===== src/hw/rtl/gbcf_pkg.sv =====
// types and constants shared by the box collision filter
// no dependencies

package gbcf_pkg;

  localparam int COORD_W = 20;
  localparam int SIZE_W  = 16;
  localparam int EDGE_W  = 21;
  localparam int INDEX_W = 16;

  typedef logic signed [EDGE_W-1:0] edge_t;

  typedef struct packed {
    edge_t left;
    edge_t top;
    edge_t right;
    edge_t bottom;
  } box_t;

  // token walking down the cell chain
  typedef struct packed {
    logic vld;
    logic empty;
    logic hit;
    box_t box;
  } tok_t;

  // broadcast write into the table
  typedef struct packed {
    logic en;
    logic empty;
    box_t box;
  } wr_t;

  typedef enum logic [1:0] {
    ST_IDLE,
    ST_SCAN,
    ST_FINISH
  } state_t;

endpackage


===== src/hw/rtl/gbcf_cell.sv =====
// one table entry of the collision chain: holds a stored box and tests the passing token
// depends on gbcf_pkg

module gbcf_cell
  import gbcf_pkg::*;
#(
  parameter int IDX   = 0,
  parameter int CNT_W = 7
) (
  input  logic             clk,
  input  logic             rst,
  input  tok_t             tok_in,
  output tok_t             tok_out,
  input  logic [CNT_W-1:0] count,
  input  wr_t              wr,
  input  logic [CNT_W-1:0] wr_sel
);

  box_t entry;
  logic entry_empty;
  logic live;
  logic overlap;

  // entry written when the controller appends at this position
  always_ff @(posedge clk) begin
    if (wr.en && (wr_sel == CNT_W'(IDX))) begin
      entry       <= wr.box;
      entry_empty <= wr.empty;
    end
  end

  assign live = (CNT_W'(IDX) < count) && !entry_empty && !tok_in.empty;

  // open interiors overlap
  assign overlap = (tok_in.box.left < entry.right) && (entry.left < tok_in.box.right) &&
                   (tok_in.box.top < entry.bottom) && (entry.top < tok_in.box.bottom);

  always_ff @(posedge clk) begin
    if (rst) begin
      tok_out.vld <= 1'b0;
    end else begin
      tok_out.vld <= tok_in.vld;
    end
    tok_out.empty <= tok_in.empty;
    tok_out.box   <= tok_in.box;
    tok_out.hit   <= tok_in.hit || (live && overlap);
  end

endmodule


===== config.mk =====
export PLATFORM = sky130hd
export DESIGN_NAME = gbcf_cell
export DESIGN_NICKNAME = d
export VERILOG_FILES = /design/src/hw/rtl/gbcf_pkg.sv /design/src/hw/rtl/gbcf_cell.sv
export SDC_FILE = /design/constraint.sdc
export NUM_CORES = 1
export LEC_CHECK = 0
export ABC_CLOCK_PERIOD_IN_PS = 6400
export BUFFER_PORTS_ARGS = -buffer_cell sky130_fd_sc_hd__buf_4
export CAP_MARGIN = 20
export CORE_MARGIN = 5
export CORE_UTILIZATION = 51
export DETAILED_ROUTE_END_ITERATION = 10
export MAX_ROUTING_LAYER = met4
export PLACE_DENSITY_LB_ADDON = 0.05
export SETUP_SLACK_MARGIN = 0.3
export SYNTH_ARGS = -nofsm -noshare
export SYNTH_HDL_FRONTEND = slang
export SYNTH_SLANG_ARGS = --single-unit
export TNS_END_PERCENT = 50

===== constraint.sdc =====
create_clock -name clk -period 6.4 [get_ports clk]
set_input_delay 1.28 -clock clk [delete_from_list [all_inputs] [get_ports clk]]
set_output_delay 1.28 -clock clk [all_outputs]
set_load 0.005 [all_outputs]

==> results.sh <==
export IMPL_outcome="completed"
export IMPL_syn_inst=464
export IMPL_synth_edf_count=85
export IMPL_die_w_um=122
export IMPL_slew_headroom_pct=54.0
export IMPL_syn2layout_area_growth_pct=45.0
export IMPL_fin_ws_ns=3.41
export IMPL_maxCapViolations=0
export IMPL_switching_share_pct=19.9
export IMPL_root_buffer="clkbuf_16"
export IMPL_power_frac_seq_pct=49.7
export IMPL_path_delay_family="simple AND/OR/NAND/NOR gates"
export IMPL_cts_setup_buffers=0
export IMPL_ctsResizeCount=0
export IMPL_clock_latency_ns=0.42
export IMPL_hold_path_class="reg -> reg"
export IMPL_hpwl_um=11800
export IMPL_drt_vias_per_instance=4.79
export IMPL_path_max_fanout=3
export IMPL_antenna_cells=0
export IMPL_ys_ff_latch=172
export IMPL_power_mw=2.40
export IMPL_synth_ff_type="dfxtp_1"
export IMPL_cts_tree="done"
export IMPL_clock_power_share_pct=41.7
export IMPL_postLayoutCellArea_sq_um=9260
export IMPL_post_drt_wl_per_cell_um=15.8
export IMPL_drive_above_1_share_pct=39.8
export IMPL_p_switching_mw=0.478
export IMPL_htree_num_levels=4
export IMPL_placed_cell_area_sq_um=8670
export IMPL_layout_nets=1028
export IMPL_holdWs_ns=0.828
export IMPL_setup_viol=0
export IMPL_finalMaxSlewViolations=0
export IMPL_yosysSeqAreaShare_pct=67.2
export IMPL_combPwrFrac_pct=8.6
export IMPL_syn_avg_cell_area_sq_um=13.8
export IMPL_crit_path_max_incr_delay_ns=0.48
export IMPL_die_y_um=122
export IMPL_die_area_sq_um=14900
export IMPL_crit_arrival_ns=3.32
export IMPL_tns_ns=0
export IMPL_critical_path_class="in -> reg"
export IMPL_synthSimpleGateAreaFrac_pct=5.09
export IMPL_synth_top_family_by_area="adder cells"
export IMPL_worst_slew_pin_slew_ns=0.689
export IMPL_wl_um=14800
export IMPL_cp_cell_sequence="buf_4 -> ha_1 -> and4_1 -> nand2_1 -> or4_1 -> a21oi_1 -> nor3_1 -> mux2_4 -> o41ai_2"
export IMPL_grt_util_all_layers_pct=20.8
export IMPL_fin_cells=940
export IMPL_rows=40
export IMPL_synth_compound_area_share_pct=6.60
export IMPL_synth_cell_type_count=35
export IMPL_dp_slack_ns=2.98
export IMPL_num_io_pins=276
export IMPL_drtIter0Drc=148
export IMPL_cp_end_kind="register"
export IMPL_synthXorXnorAreaFrac_pct=0
export IMPL_gp_congestion=0.776
export IMPL_core_area_sq_um=12200
export IMPL_slowest_stage="or4_1"
export IMPL_final_util_pct=76.1
export IMPL_yosys_area_top_type="edfxtp_1"
export IMPL_numPortBuffers=275
export IMPL_grt_pass1_wl_um=22600
export IMPL_synth_top_area_share_pct=40.0
export IMPL_rsz0062_at_grt="false"
export IMPL_grt_max_degree=45
export IMPL_fillers=791
export IMPL_intPower_mw=1.93
export IMPL_drtAntennaViolNets=0
export IMPL_yosysMostFrequentCell="dfxtp_1"
export IMPL_clk_pin_slew_ns=0.06
export IMPL_finalCritPeriodShare_pct=46.7
export IMPL_cp_buffers_inverters=1
export IMPL_start_util_pct=52.5
export IMPL_vdd_ir_drop_max_v=0.000183
export IMPL_power_density_nw_per_um2=260
export IMPL_crit_required_ns=6.73
export IMPL_p_leak_nw=4.49
export IMPL_grt_antenna_before_repair=0
export IMPL_async_reset_ff_share_pct=0
export IMPL_drc=0
export IMPL_hold_viol=0
export IMPL_dp_cells=908
export IMPL_cts_hold_buf=0
export IMPL_synth_area_leaders="edfxtp_1 (40%), dfxtp_1 (27%), ha_1 (16%), inv_1 (4.8%), a21oi_1 (2.0%)"
export IMPL_crit_path_start_kind="input pin"
export IMPL_ys_warn_count=0
export IMPL_vias=4500
export IMPL_numCtsBuffers=17
export IMPL_skew_ns=0.00479
export IMPL_dr_pass1_iters=4
export IMPL_cts_num_sinks=172
export IMPL_clockBufferDepth=2
export IMPL_grt_pass1_vias=4861
export IMPL_synth_adder_area_share_pct=15.7
export IMPL_synthMuxAreaShare_pct=0.568
export IMPL_fmax_mhz=335
export IMPL_grt_overflow=0
export IMPL_syn_cell_area_sq_um=6390
export IMPL_fin_crit_ns=2.99
export IMPL_syn_num_nets=733
export IMPL_synthTopCellsByCount="dfxtp_1 (87), edfxtp_1 (85), inv_1 (82)"
==> registers in the layout, summed over array words and instances, names as in the netlist <==
name,flops
entry,84
tok_out,87
entry_empty,1
==> layout by cell type, fill, tap and decap left out, types with 2 or more instances in the layout <==
cell type / count
ha_1: 80
a21o_1: 13
inv_1: 82
inv_4: 3
dfxtp_1: 87
clkbuf_16: 18
a21oi_1: 26
clkinv_1: 2
buf_4: 276
a211o_1: 2
nor4_1: 3
o21ai_0: 13
nor2b_1: 4
clkbuf_1: 3
nand2_1: 14
a31oi_1: 3
o21bai_1: 2
nor3_1: 5
edfxtp_1: 85
clkinvlp_4: 2
a221oi_1: 2
nor2_1: 9
nand4_1: 4
and4_1: 5
bufinv_16: 2
nand3_1: 9
==> path summary, 6_finish.rpt <==
kind | cells after the start | slack [ns] | startpoint | to
hold / removal | 4 | 0.83 | entry[41] | tok_out[84]
setup / recovery | 9 | 3.41 | tok_in[83] | tok_out[84]
setup reg to reg | 9 | 4.04 | entry[41] | tok_out[84]
hold reg to reg | 4 | 0.83 | entry[41] | tok_out[84]
==> routing by layer <==
metal  GRT usage (%)  part of all wire (%)  vias up
li1                -                     -     2223
met1            20.9                    36     2057
met2            36.2                    53      188
met3            7.57                   9.0       32
met4            8.96                   2.5        0
met5               -                     0        -
==> worst reg2reg max path, delay by kind of cell, from the launching register on <==
family                     cells  cell delay (ns)
and+or+nand+nor                4             0.87
DFF                            1             0.32
muxes                          1             0.30
buffers and inverters          1             0.04
AOI/OAI and AO/OA              2             0.45
adders and majority gates      1             0.29
==> logic make-up (layout without fill, tap and decap cells) <==
group,after synthesis,after routing
muxes,3,3
DFF,172,172
adders and majority gates,80,80
AOI/OAI and AO/OA,67,67
and+or+nand+nor,60,60
buffers and inverters,82,390
==> power by group through the flow <==
| stage | sequential, mW | clock (mW) | combinational [mW] |
|---|---|---|---|
| final | 1.19 | 1.00 | 0.206 |
| after global routing | 1.20 | 1.08 | 0.229 |
| after CTS | 1.19 | 1.02 | 0.210 |
| after detailed placement | 1.22 | 0 | 0.207 |
| after global placement | 1.22 | 0 | 0.201 |
| after floorplan | 1.22 | 0 | 0.0471 |
==> area by class of cell <==
class                   instances  area (sq um)  share of cell area [%]
clock buffers                  22           475                    5.14
inverters                      82           308                    3.32
clock inverters                10           110                    1.19
well taps                     168           210                    2.27
multi-input cells             210          1790                    19.3
flip-flops and latches        172          4290                    46.4
repair buffers                276          2070                    22.4
(Power assumes the default switching activity.)
